===== src/tvfu_pkg.sv =====
// Package for the voxel fusion block: field widths, status codes, shared types.
// No dependencies; imported by every file of the block but tvfu_ram and assert_macros.svh.
`timescale 1ns / 1ps
`default_nettype none

package tvfu_pkg;

  localparam int COORD_W     = 5;
  localparam int DIST_W      = 16;
  localparam int OBS_W       = 16;
  localparam int WEIGHT_W    = 24;
  localparam int TRUNC_W     = 15;
  localparam int STATUS_W    = 2;
  localparam int ENTRY_W     = DIST_W + WEIGHT_W;
  localparam int IN_TDATA_W  = 48;
  localparam int OUT_TDATA_W = ENTRY_W;

  // Exact weight sum, product and quotient widths of the averaging datapath.
  localparam int SUM_W      = WEIGHT_W + 1;
  localparam int PROD_W     = DIST_W + SUM_W;
  localparam int MAG_W      = PROD_W - 1;
  localparam int DIVIDEND_W = PROD_W;
  localparam int QUOT_W     = DIST_W;

  localparam int GRID_DIM_DEF = 32;

  localparam logic [TRUNC_W-1:0]  TRUNC_RESET = 15'd4096;
  localparam logic [WEIGHT_W-1:0] WEIGHT_MAX  = '1;

  typedef enum logic [STATUS_W-1:0] {
    ST_UPDATED     = 2'd0,
    ST_SKIPPED     = 2'd1,
    ST_ZERO_WEIGHT = 2'd2
  } status_t;

  typedef struct packed {
    logic busy;
    logic done;
  } div_status_t;

endpackage

`default_nettype wire


===== src/tvfu_div.sv =====
// Iterative restoring divider, one quotient bit per cycle, for the weighted average.
// Depends on tvfu_pkg for widths and the status struct.
`timescale 1ns / 1ps
`default_nettype none

module tvfu_div (
  input  wire logic                             clk,
  input  wire logic                             rst,
  input  wire logic                             start,
  input  wire logic [tvfu_pkg::DIVIDEND_W-1:0] dividend,
  input  wire logic [tvfu_pkg::SUM_W-1:0]      divisor,
  output logic      [tvfu_pkg::QUOT_W-1:0]     quotient,
  output tvfu_pkg::div_status_t                status
);

  import tvfu_pkg::*;

  localparam int CNT_W = $clog2(QUOT_W + 1);

  logic [SUM_W-1:0]  rem;
  logic [QUOT_W-1:0] quo;
  logic [SUM_W-1:0]  dvs;
  logic [CNT_W-1:0]  cnt;
  logic              busy;
  logic              done;

  logic [SUM_W:0]    trial;
  logic [SUM_W+1:0]  diff;
  logic              ge;
  logic [SUM_W-1:0]  rem_next;

  // The caller guarantees the upper dividend part is below the divisor, so the
  // quotient fits in QUOT_W bits and only QUOT_W steps are needed.
  always_comb begin
    trial    = {rem, quo[QUOT_W-1]};
    diff     = {1'b0, trial} - {2'b00, dvs};
    ge       = !diff[SUM_W+1];
    rem_next = ge ? diff[SUM_W-1:0] : trial[SUM_W-1:0];
  end

  always_ff @(posedge clk) begin
    if (rst) begin
      busy <= 1'b0;
      done <= 1'b0;
      cnt  <= '0;
    end else begin
      done <= 1'b0;
      if (start) begin
        busy <= 1'b1;
        cnt  <= CNT_W'(QUOT_W);
      end else if (busy) begin
        cnt <= cnt - 1'b1;
        if (cnt == CNT_W'(1)) begin
          busy <= 1'b0;
          done <= 1'b1;
        end
      end
    end
  end

  always_ff @(posedge clk) begin
    if (start) begin
      rem <= dividend[DIVIDEND_W-1:QUOT_W];
      quo <= dividend[QUOT_W-1:0];
      dvs <= divisor;
    end else if (busy) begin
      rem <= rem_next;
      quo <= {quo[QUOT_W-2:0], ge};
    end
  end

  assign quotient    = quo;
  assign status.busy = busy;
  assign status.done = done;

endmodule

`default_nettype wire


===== config.mk =====
export PLATFORM = sky130hd
export DESIGN_NAME = tvfu_div
export DESIGN_NICKNAME = d
export VERILOG_FILES = /design/src/tvfu_pkg.sv /design/src/tvfu_div.sv
export SDC_FILE = /design/constraint.sdc
export NUM_CORES = 1
export LEC_CHECK = 0
export ABC_CLOCK_PERIOD_IN_PS = 3100
export BUFFER_PORTS_ARGS = -buffer_cell sky130_fd_sc_hd__buf_2
export CAP_MARGIN = 30
export CORE_MARGIN = 4
export CORE_UTILIZATION = 34
export DETAILED_ROUTE_END_ITERATION = 8
export HOLD_SLACK_MARGIN = 0.12
export PLACE_DENSITY_LB_ADDON = 0.15
export SETUP_SLACK_MARGIN = 0.02
export SKIP_LAST_GASP = 1
export SLEW_MARGIN = 10
export SYNTH_ARGS = -nofsm -noshare
export SYNTH_HDL_FRONTEND = slang
export SYNTH_SLANG_ARGS = --single-unit

===== constraint.sdc =====
create_clock -name clk -period 3.1 [get_ports clk]
set_input_delay 0.62 -clock clk [delete_from_list [all_inputs] [get_ports clk]]
set_output_delay 0.62 -clock clk [all_outputs]
set_load 0.01 [all_outputs]

==> out/qor.csv, run 1 <==
stage,metric,value,unit
timing,relative slew slack,67.9,%
global_route,remaining global-route overflow,0,
die,num rows,40,
synth,Most used DFF post-synth,edfxtp_1,
timing,post-layout minimum cycle time,2.99,ns
power_and_ir_drop,Internal,2.75,mW
layout,Final Cell Area,5340,um^2
layout,fin cells,668,
power_and_ir_drop,Sw Ratio,34.0,%
synth,post-synthesis register bit count,73,
worst_setup_path,critical path class,reg2reg,
placed_design,"Cell Area, Placed",4990,um^2
timing,Final setup viols,0,
run,maxcap violations,0,
cts,H-Tree Depth,3,
cts,CTS sink cnt,73,
power_and_ir_drop,VDD IR-drop max,0.383,mV
power_and_ir_drop,PwrDens,780,nW/um^2
synth,Yosys cell types,47,
cts,clk slew on worst S/H paths,0.06,ns
global_route,initial antenna violation count,0,
global_route,largest net degree at the start of global routing,42,
routing,DRT Pass-1 Iters,4,
worst_setup_path,WP buf/inv,2,
worst_setup_path,Max stage delay on crit path,0.41,ns
hold_path,Tightest Hold Check Type,in2reg,
synth,largest cells by area after synthesis,"edfxtp_1 (46%), ha_1 (7.8%), mux2_2 (7.3%)",
synth,asr flop ratio synth,0,%
worst_setup_path,Worst Setup End Kind,flip-flop,
global_route,global-route usage over all layers,14.6,%
synth,Synthesis Warnings,0,
synth,"top cells by count, synth","edfxtp_1 (66), a21oi_1 (48), inv_1 (34), mux2_2 (28), ha_1 (27)",
layout,Final #Nets,592,
synth,number of enable flip-flop cells after synthesis,66,
worst_setup_path,crit-path max FO,4,
layout,FILL cells,1220,
power_and_ir_drop,clock power share,25.5,%
worst_setup_path,crit path launch type,flip-flop,
placed_design,Placer Congestion,0.817,
worst_setup_path,critical path required time,3.20,ns
routing,Vias/cell,4.92,
worst_setup_path,crit path max-delay cell type,edfxtp_1,
routing,DRC,0,
synth,largest area contributor in the netlist,edfxtp_1,
synth,Syn Nets,494,
routing,Routed Antenna Nets,0,
cts,clock buffer depth,2,
die,CORE AREA,12200,um^2
cts,clk_lat worst skew,0.35,ns
timing,Worst-Margin Slew,0.477,ns
layout,n_diodes,0,
timing,hold slack,0.446,ns
placed_design,DP Wirelength,7320,um
synth,fraction of the yosys area taken by sequential cells,49.3,%
timing,clk_skew,0.00658,ns
die,Die Wd,121,um
timing,RSZ-0062 raised after global routing,yes,
timing,Slew Limit Fails,0,
synth,Yosys top cell area share,46.0,%
layout,Layout area overhead,23.9,%
die,Die Y,121,um
timing,Max Clk Rate,334,MHz
worst_setup_path,CP top delay family,compound AO/OA/AOI/OAI gates,
timing,final worst-path cycle share,96.5,%
cts,root buffer cell,clkbuf_16,
routing,Routed WL,10100,um
layout,share of layout cells above drive strength 1,31.0,%
cts,CTS tree,done,
power_and_ir_drop,net switching power,1.41,mW
die,die footprint,14500,um^2
routing,initial DRC count,110,
worst_setup_path,"Arr. time, crit path",3.09,ns
timing,Final Hold Violating Endpoints,0,
worst_setup_path,"reg-to-reg slack, setup",0.11,ns
placed_design,dpl ws,0.00591,ns
status,outcome,finished clean,
timing,"Worst Setup Slack, final",0.109,ns
synth,most frequent cell after synthesis,edfxtp_1,
power_and_ir_drop,combinational share of power,41.2,%
power_and_ir_drop,Design Power,4.16,mW
cts,cts bufs inserted,9,
power_and_ir_drop,sequential power share,33.4,%
worst_setup_path,CP most frequent cell,a221o_1,
power_and_ir_drop,Static Leak,2.25,nW
routing,routed len/inst,15.1,um
synth,"Avg Cell Area, Syn",10.8,um^2
global_route,first-pass GRT wire length,16600,um
die,initial core utilization,35.3,%
placed_design,Post-Place Cells,647,
placed_design,PortBufs,86,
synth,Synth Cell Area,4310,um^2
routing,Vias,3286,
global_route,vias in the first global route,3484,
synth,Post-Synthesis Cells,397,
die,I/O pins,87,
worst_setup_path,crit path cell chain,inv_1 -> ha_2 -> inv_2 -> fa_2 -> a211oi_2 -> o211ai_1 -> a221o_1 -> a21boi_4 -> o221ai_2 -> a31oi_1 -> xnor2_1 -> a221o_1,
[power groups by stage]
stage	logic [mW]	registers, mW	clock network, mW
detailed placement	1.67	1.41	0
finish	1.71	1.39	1.06
floorplan	1.24	1.39	0
global route	1.92	1.41	1.13
global placement	1.66	1.41	0
CTS	1.69	1.39	1.10
[logic make-up after synthesis]
| logic type | Yosys count | share of synthesized area [%] |
|---|---|---|
| adder cells (fa/ha/maj) | 28 | 8.31 |
| XOR/XNOR | 24 | 4.88 |
| buffers and inverters | 50 | 4.68 |
| AO/OA/AOI/OAI | 104 | 15.3 |
| multiplexers | 30 | 7.79 |
| AND/OR/NAND/NOR | 88 | 9.79 |
| flip-flops | 73 | 49.3 |
[final timing paths]
kind                   to    startpoint  cells past startpoint
setup / recovery  rem[24]  quotient[15]                     12
hold / removal     dvs[1]    divisor[1]                      1
setup reg to reg  rem[24]  quotient[15]                     12
hold reg to reg    cnt[1]        cnt[1]                      2
[state kept, by name (all words and copies together), names as in the netlist]
| signal | count |
|---|---|
| dvs | 25 |
| rem | 25 |
| quotient | 16 |
| busy | 1 |
| cnt | 5 |
| done | 1 |
[worst register-to-register path: stages, from the launching register on]
cell and delay [ns]:
edfxtp_1 0.41, inv_1 0.08, ha_2 0.17, inv_2 0.04, fa_2 0.37, a211oi_2 0.23
o211ai_1 0.12, a221o_1 0.36, a21boi_4 0.22, o221ai_2 0.14, a31oi_1 0.21, xnor2_1 0.09
a221o_1 0.31
[routing by layer]
metal / up-vias / GRT usage [%] / part of all wire [%]
met5: - / 0 / 0
met4: 0 / 5.17 / 1.6
met3: 13 / 5.71 / 5.8
met2: 74 / 23.2 / 45
met1: 1545 / 18.1 / 47
li1: 1654 / - / -
[per-stage QoR]
stage          TNS [ns]  utilization (%)
6_report              0             43.7
5_1_grt          -0.307             43.7
4_1_cts               0             43.4
3_5_place_dp          0             40.9
3_3_place_gp          0             40.9
2_1_floorplan         0                -
[area by class of cell]
class / count / area [um^2] / area share, %
well taps: 168 / 210 / 3.94
repair buffers: 103 / 587 / 11.0
flip-flops and latches: 73 / 2120 / 39.8
clock buffers: 12 / 246 / 4.62
multi-input cells: 274 / 1990 / 37.3
clock inverters: 4 / 52.6 / 0.985
inverters: 34 / 128 / 2.39
[layout by cell type (no fill, tap or decap), types with 3 or more instances in the layout]
cell,n
a21oi_1,48
xnor2_1,16
ha_1,26
clkbuf_16,9
edfxtp_1,66
and3_1,3
o21bai_1,4
nand3_1,5
dfxtp_1,7
o211ai_1,4
o21ai_0,14
xor2_1,8
a211oi_1,3
nor2_1,25
nand4_1,4
buf_2,86
nor3_1,13
mux2_2,28
a31oi_1,3
a221o_1,3
a21o_1,8
inv_1,33
nor4_1,3
buf_4,14
o21a_1,5
nand2_1,23
[repair_timing]
item                       CTS  global route
hold buffers                 0             0
pin swaps                    1             2
setup endpoints to repair    1            18
setup buffers                1             4
gates resized for setup      1             3
cloned                       0             0
No activity file was read; power rests on OpenSTA's default activity.
==> run 2: changes to the inputs <==
--- a/config.mk
+++ b/config.mk
@@ -5,7 +5,7 @@
 export SDC_FILE = /design/constraint.sdc
 export NUM_CORES = 1
 export LEC_CHECK = 0
-export ABC_CLOCK_PERIOD_IN_PS = 3100
+export ABC_CLOCK_PERIOD_IN_PS = 2900
 export BUFFER_PORTS_ARGS = -buffer_cell sky130_fd_sc_hd__buf_2
 export CAP_MARGIN = 30
 export CORE_MARGIN = 4
@@ -15,7 +15,7 @@
 export PLACE_DENSITY_LB_ADDON = 0.15
 export SETUP_SLACK_MARGIN = 0.02
 export SKIP_LAST_GASP = 1
-export SLEW_MARGIN = 10
+export SLEW_MARGIN = 20
 export SYNTH_ARGS = -nofsm -noshare
 export SYNTH_HDL_FRONTEND = slang
 export SYNTH_SLANG_ARGS = --single-unit
==> constraint.sdc (replaced) <==
create_clock -name clk -period 2.9 [get_ports clk]
set_input_delay 0.58 -clock clk [delete_from_list [all_inputs] [get_ports clk]]
set_output_delay 0.58 -clock clk [all_outputs]
set_load 0.01 [all_outputs]
==> run 2 against run 1 <==
Against the previous run:
- the run now ends with negative setup slack left
- flip-flop and latch count unchanged
- critical path depth up 1
- register-to-register slack lost 0.14 ns
- critical endpoint is now rem[18]
==> out/qor.csv, run 2 (same netlist as run 1, synthesis figures left out) <==
stage,metric,value,unit,change
worst_setup_path,critical path class,reg2reg,,
routing,DRT Pass-1 Iters,4,,unchanged
global_route,vias in the first global route,3366,,-3.4%
global_route,first-pass GRT wire length,16500,um,-0.79%
power_and_ir_drop,VDD IR-drop max,0.251,mV,-34%
routing,routed len/inst,15.3,um,+1.5%
timing,Final Hold Violating Endpoints,0,,unchanged
die,I/O pins,87,,unchanged
timing,post-layout minimum cycle time,2.93,ns,-0.0628 ns
routing,Vias,3363,,+2.3%
die,die footprint,14500,um^2,unchanged
worst_setup_path,Max stage delay on crit path,0.39,ns,-0.02 ns
placed_design,Placer Congestion,0.853,,+4.4%
timing,Worst-Margin Slew,0.500,ns,+0.0230 ns
global_route,global-route usage over all layers,14.4,%,-0.22 points
worst_setup_path,crit path launch type,flip-flop,,
power_and_ir_drop,PwrDens,850,nW/um^2,+9.1%
timing,Max Clk Rate,341,MHz,+2.1%
cts,clock buffer depth,2,,unchanged
die,initial core utilization,35.3,%,unchanged
die,Die Y,121,um,unchanged
placed_design,DP Wirelength,7450,um,+1.8%
worst_setup_path,crit path max-delay cell type,edfxtp_1,,
timing,RSZ-0062 raised after global routing,yes,,
worst_setup_path,crit path cell chain,inv_2 -> ha_4 -> inv_2 -> fa_2 -> a211oi_2 -> o211ai_1 -> a221o_1 -> a21boi_4 -> o21ai_4 -> buf_12 -> nor2_1 -> a21oi_1 -> mux2_2,,
die,num rows,40,,unchanged
placed_design,PortBufs,86,,unchanged
timing,relative slew slack,66.2,%,-1.7 points
layout,"most common cell after layout, fill and taps aside",buf_2,,
layout,"commonest non-fill, non-tap cells in the layout","buf_2 (86), edfxtp_1 (66), a21oi_1 (43)",,
worst_setup_path,Worst Setup End Kind,flip-flop,,
die,Die Wd,121,um,unchanged
worst_setup_path,crit-path max FO,5,,+1
cts,cts bufs inserted,9,,unchanged
routing,Routed Antenna Nets,0,,unchanged
cts,Hold Buf Count CTS,0,,unchanged
hold_path,Tightest Hold Check Type,in2reg,,
routing,Vias/cell,4.95,,+0.69%
global_route,largest net degree at the start of global routing,30,,-29%
timing,Slew Limit Fails,0,,unchanged
worst_setup_path,CP top delay family,compound AO/OA/AOI/OAI gates,,
worst_setup_path,critical path required time,2.99,ns,-0.21 ns
routing,Routed WL,10400,um,+3.2%
timing,hold slack,0.410,ns,-0.0357 ns
power_and_ir_drop,Static Leak,2.36,nW,+4.8%
global_route,initial antenna violation count,1,,+1
timing,clk_skew,0.00813,ns,+0.00155 ns
run,maxcap violations,0,,unchanged
layout,FILL cells,1200,,-1.6%
status,failing checks,negative setup slack,,
layout,n_diodes,0,,unchanged
die,CORE AREA,12200,um^2,unchanged
global_route,remaining global-route overflow,0,,unchanged
timing,final setup TNS,-0.0328,ns,-0.0328 ns
cts,CTS tree,done,,
status,outcome,"finished, violations left",,
cts,H-Tree Depth,3,,unchanged
cts,root buffer cell,clkbuf_16,,
routing,DRC,0,,unchanged
cts,clk slew on worst S/H paths,0.06,ns,about the same
cts,clk_lat worst skew,0.34,ns,about the same
worst_setup_path,"Arr. time, crit path",3.02,ns,-0.07 ns
timing,Final setup viols,2,,+2
timing,"Worst Setup Slack, final",-0.0283,ns,-0.137 ns
layout,Layout area overhead,29.8,%,
layout,share of layout cells above drive strength 1,35.2,%,+4.2 points
worst_setup_path,WP buf/inv,3,,+1
layout,Final #Nets,604,,+2.0%
routing,initial DRC count,121,,+10%
worst_setup_path,CP most frequent cell,inv_2,,
cts,CTS sink cnt,73,,unchanged
power_and_ir_drop,Design Power,4.76,mW,+14%
timing,final worst-path cycle share,101,%,+4.5 points
==> run 2: cell types whose count changed in the layout (fill, tap and decap cells not counted), sizes merged <==
| cell | previous run | this run |
|---|---|---|
| clkinv | 3 | 2 |
| clkinvlp | 0 | 2 |
| bufinv | 1 | 2 |
| buf | 103 | 113 |
| clkbuf | 12 | 11 |
==> run 2: layout make-up <==
cell class,count,area [um^2],area share [%]
repair buffers,115,728,13.0
multi-input cells,274,2090,37.5
inverters,34,128,2.28
clock buffers,9,225,4.03
well taps,168,210,3.76
clock inverters,6,83.8,1.50
flip-flops and latches,73,2120,38.0
==> run 2: where the power goes <==
group,internal (mW),switching (mW),leakage [nW]
registers,1.39,0.109,0.712
clock network,0.743,0.432,0.145
logic,1.02,1.06,1.50
total,3.15,1.60,2.36
==> run 2: worst register-to-register path, delay by kind of cell, from the launching register on <==
kind / cells / cell delay, ns
adders and majority gates: 2 / 0.48
and+or+nand+nor: 1 / 0.12
muxes: 1 / 0.25
AOI/OAI and AO/OA: 6 / 1.11
DFF: 1 / 0.39
buffers and inverters: 3 / 0.30
==> run 2: path summary, 6_finish.rpt <==
path | start | end | slack (ns) | cells past startpoint
max | quotient[15] | rem[18] | -0.03 | 13
min | divisor[13] | dvs[13] | 0.41 | 1
max reg2reg | quotient[15] | rem[18] | -0.03 | 13
min reg2reg | cnt[1] | cnt[1] | 0.51 | 2
==> run 2: layer usage <==
layer | track usage [%] | routed length [um] | up-vias
met4 | 6.87 | 214 | 2
li1 | - | - | 1682
met3 | 4.35 | 663 | 13
met1 | 18.8 | 4830 | 1585
met2 | 21.8 | 4690 | 81
met5 | 0 | 19 | -
==> run 2: metrics by stage <==
stage | worst slack, ns | instance area [um^2] | cells | util [%]
detailed placement | -0.0669 | 5060 | 654 | 41.4
floorplan | -0.0305 | 4320 | 397 | -
global route | -0.235 | 5590 | 679 | 45.8
global placement | 0.00484 | 5060 | 654 | 41.4
finish | -0.0283 | 5590 | 679 | 45.8
CTS | -0.0325 | 5390 | 672 | 44.1
==> run 2: timing repair <==
action                                  in CTS  in global routing
endpoints found under the setup margin      17                 26
setup buffers                                3                  5
gates cloned                                 0                  2
resized for setup                            0                 30
pin swaps                                    2                  4
==> run 3: changes to the inputs <==
--- a/config.mk
+++ b/config.mk
@@ -5,11 +5,12 @@
 export SDC_FILE = /design/constraint.sdc
 export NUM_CORES = 1
 export LEC_CHECK = 0
-export ABC_CLOCK_PERIOD_IN_PS = 2900
+export ABC_AREA = 1
+export ABC_CLOCK_PERIOD_IN_PS = 3500
 export BUFFER_PORTS_ARGS = -buffer_cell sky130_fd_sc_hd__buf_2
 export CAP_MARGIN = 30
 export CORE_MARGIN = 4
-export CORE_UTILIZATION = 34
+export CORE_UTILIZATION = 45
 export DETAILED_ROUTE_END_ITERATION = 8
 export HOLD_SLACK_MARGIN = 0.12
 export PLACE_DENSITY_LB_ADDON = 0.15
==> constraint.sdc (replaced) <==
create_clock -name clk -period 3.5 [get_ports clk]
set_input_delay 0.7 -clock clk [delete_from_list [all_inputs] [get_ports clk]]
set_output_delay 0.7 -clock clk [all_outputs]
set_load 0.01 [all_outputs]
==> run 3 against run 2 <==
Against the previous run:
- the run now ends clean
- synthesized cell count is 82% higher
- first-iteration DRC count is 110% higher
- register-to-register slack better by 0.84 ns
- sequential share of layout area is 2.9 points lower
- worst hold slack better by 0.058 ns
- core utilization is 7.5 points higher
- final area is 8.3% higher
- die area is 8.1% lower
- count of clock-buffer cells in the layout is 1 higher
- critical endpoint is now rem[24]
- largest power group unchanged
- highest routed layer is now met4
==> out/qor.csv, run 3 <==
stage,metric,value,unit,change
synth,largest area contributor in the netlist,edfxtp_1,,
global_route,initial antenna violation count,0,,-1
synth,Synthesis Warnings,0,,unchanged
power_and_ir_drop,Design Power,3.58,mW,-25%
timing,clk_skew,0.00799,ns,-0.000135 ns
worst_setup_path,Worst Setup End Kind,flip-flop,,
placed_design,dpl ws,0.837,ns,+0.904 ns
routing,DR top layer,met4,,
timing,Worst-Margin Slew,0.725,ns,+0.225 ns
die,Die Wd,116,um,-4.1%
layout,"commonest non-fill, non-tap cells in the layout","nand2_1 (308), inv_1 (128), buf_2 (86)",,
worst_setup_path,R2R cell count,16,,+3
placed_design,"Cell Area, Placed",5760,um^2,+14%
cts,clk slew on worst S/H paths,0.06,ns,about the same
hold_path,Hold Path Depth,2,,+1
routing,Routed Antenna Nets,0,,unchanged
synth,"Avg Cell Area, Syn",7.19,um^2,-34%
timing,RSZ-0062 raised after global routing,no,,
die,initial core utilization,45.8,%,+11 points
power_and_ir_drop,sequential power share,32.9,%,+1.4 points
routing,DRC,0,,unchanged
timing,Final setup viols,0,,-2
worst_setup_path,"Arr. time, crit path",2.79,ns,-0.23 ns
status,outcome,finished clean,,
hold_path,Hold Startpoint,cnt[4],,
power_and_ir_drop,Sw Ratio,38.5,%,+4.8 points
synth,Yosys cell types,39,,-17%
placed_design,DP Wirelength,10200,um,+37%
synth,Syn Nets,821,,+66%
worst_setup_path,crit path max-delay cell type,edfxtp_1,,
routing,initial DRC count,252,,+110%
cts,CTS tree,done,,
worst_setup_path,WP buf/inv,2,,-1
global_route,first-pass GRT wire length,21200,um,+29%
layout,Final #Nets,907,,+50%
cts,clock buffer depth,2,,unchanged
synth,fraction of the yosys area taken by sequential cells,40.7,%,-8.5 points
layout,share of layout cells above drive strength 1,16.0,%,-19 points
synth,post-synthesis register bit count,73,,unchanged
die,die footprint,13400,um^2,-8.1%
hold_path,Tightest Hold Check Type,reg2reg,,
worst_setup_path,R2R Path Start,quotient[15],,
global_route,largest net degree at the start of global routing,68,,+130%
global_route,vias in the first global route,4491,,+33%
placed_design,Placer Congestion,0.921,,+7.9%
routing,Vias/cell,4.89,,-1.3%
timing,final worst-path cycle share,76.9,%,-24 points
die,I/O pins,87,,unchanged
worst_setup_path,r2r endpoint,rem[24],,
global_route,remaining global-route overflow,0,,unchanged
power_and_ir_drop,clock power share,26.0,%,+1.3 points
global_route,global-route usage over all layers,20.4,%,+6.0 points
worst_setup_path,critical path class,reg2reg,,
cts,H-Tree Depth,3,,unchanged
layout,"most common cell after layout, fill and taps aside",nand2_1,,
routing,met3 WL,820,um,+24%
power_and_ir_drop,combinational share of power,41.1,%,-2.7 points
worst_setup_path,Worst setup startpoint,quotient[15],,
run,maxcap violations,0,,unchanged
synth,number of enable flip-flop cells after synthesis,66,,unchanged
worst_setup_path,CP top delay family,simple AND/OR/NAND/NOR gates,,
power_and_ir_drop,Static Leak,3.29,nW,+40%
worst_setup_path,crit-path max FO,26,,+21
cts,cts bufs inserted,9,,unchanged
timing,final setup TNS,0,ns,+0.0328 ns
synth,Most used DFF post-synth,edfxtp_1,,
synth,Synth Cell Area,5210,um^2,+21%
cts,clk_lat worst skew,0.35,ns,about the same
power_and_ir_drop,Internal,2.20,mW,-30%
timing,relative slew slack,51.7,%,-15 points
synth,largest cells by area after synthesis,"edfxtp_1 (38%), nand2_1 (22%), inv_1 (9.2%)",,
routing,Routed WL,13100,um,+25%
worst_setup_path,crit path cell chain,inv_1 -> ha_1 -> inv_1 -> fa_1 -> nand2_1 -> nand2_2 -> nand3_2 -> nand2_2 -> nand2_1 -> nand2_2 -> nand2_2 -> nand2_4 -> nand2_2 -> nand2_1 -> nand2_1 -> nand2_1,,
routing,routed len/inst,13.6,um,-11%
layout,fin cells,958,,+41%
power_and_ir_drop,VDD IR-drop max,0.519,mV,+110%
timing,post-layout minimum cycle time,2.69,ns,-0.238 ns
placed_design,PortBufs,86,,unchanged
synth,"top cells by count, synth","nand2_1 (309), inv_1 (128), edfxtp_1 (66), nand3_1 (46), nor2_1 (34)",,
worst_setup_path,critical path required time,3.60,ns,+0.61 ns
routing,Vias,4685,,+39%
hold_path,Worst Hold End,cnt[4],,
timing,Max Clk Rate,372,MHz,+8.9%
placed_design,Post-Place Cells,942,,+44%
synth,Post-Synthesis Cells,724,,+82%
routing,length of routed met2 wiring,5840,um,+25%
cts,post-CTS repair timing setup buffer count,0,,-3
cts,root buffer cell,clkbuf_16,,
worst_setup_path,Max stage delay on crit path,0.39,ns,about the same
worst_setup_path,crit path launch type,flip-flop,,
cts,CTS sink cnt,73,,unchanged
synth,most frequent cell after synthesis,nand2_1,,
synth,Yosys top cell area share,38.1,%,-8.0 points
routing,met1 wire length,6160,um,+28%
layout,Layout area overhead,16.2,%,
timing,"Worst Setup Slack, final",0.810,ns,+0.838 ns
timing,Final Hold Violating Endpoints,0,,unchanged
layout,n_diodes,0,,unchanged
worst_setup_path,"reg-to-reg slack, setup",0.81,ns,+0.84 ns
cts,Hold Buf Count CTS,0,,unchanged
die,num rows,39,,-2.5%
die,Die Y,116,um,-4.1%
power_and_ir_drop,PwrDens,592,nW/um^2,-30%
timing,Slew Limit Fails,0,,unchanged
layout,Final Cell Area,6050,um^2,+8.3%
cts,post-cts sizing count,0,,unchanged
synth,asr flop ratio synth,0,%,unchanged
power_and_ir_drop,net switching power,1.38,mW,-14%
routing,DRT Pass-1 Iters,5,,+1
die,CORE AREA,11400,um^2,-6.9%
==> run 3: cell count changes in the layout (fill, tap and decap cells not counted), sizes merged, moves of 13 or more <==
cell	delta
nand2	+295
nand3	+45
nor2	+13
buf	-21
a21oi	-35
nand3b	+25
mux2	-28
o21ai	-14
inv	+98
==> run 3: metal layers <==
metal | GRT usage [%] | vias up
met1 | 27.2 | 2124
met5 | 0 | -
met3 | 4.70 | 16
li1 | - | 2416
met4 | 6.89 | 0
met2 | 32.7 | 129
==> run 3: power by group through the flow <==
stage	Combinational, mW	Sequential (mW)	Clock (mW)
2_1_floorplan	1.12	1.19	0
3_3_place_gp	1.45	1.19	0
3_5_place_dp	1.47	1.20	0
4_1_cts	1.47	1.18	0.956
5_1_grt	1.68	1.19	0.993
6_report	1.47	1.18	0.932
==> run 3: cell families after synthesis <==
kind of cell / synth area share (%)
AOI/OAI and AO/OA: 2.11
DFF: 40.7
xor gates and xnor gates: 1.51
and+or+nand+nor: 37.2
adders and majority gates: 6.87
buffers and inverters: 11.5
==> run 3: worst min-delay path, cell delays in order (launching register included) <==
cell and delay [ns]:
dfxtp_1 0.31, nand2_1 0.06, a31oi_1 0.06
==> run 3: how the worst max path moves through the flow <==
stage             endpoint  slack [ns]  cells after the start
3_3_place_gp       rem[24]        0.97                     16
5_1_grt            rem[18]        0.58                     16
3_5_place_dp       rem[18]        0.84                     16
2_1_floorplan  quotient[0]        0.85                      4
4_1_cts            rem[24]        0.81                     16
6_report           rem[24]        0.81                     16
==> run 3: layout make-up <==
type / instances / area, um^2
Tap cell: 143 / 179
Timing Repair Buffer: 92 / 475
Inverter: 132 / 495
Fill cell: 1141 / 5320
Clock inverter: 6 / 65.1
Clock buffer: 10 / 229
Sequential cell: 73 / 2120
Multi-Input combinational cell: 502 / 2490
==> run 3: stage by stage <==
stage	hold slack [ns]	utilization, %
3_5_place_dp	0.461	50.7
6_report	0.468	53.2
3_3_place_gp	0.452	50.7
4_1_cts	0.470	53.2
2_1_floorplan	0.442	-
5_1_grt	0.515	53.2
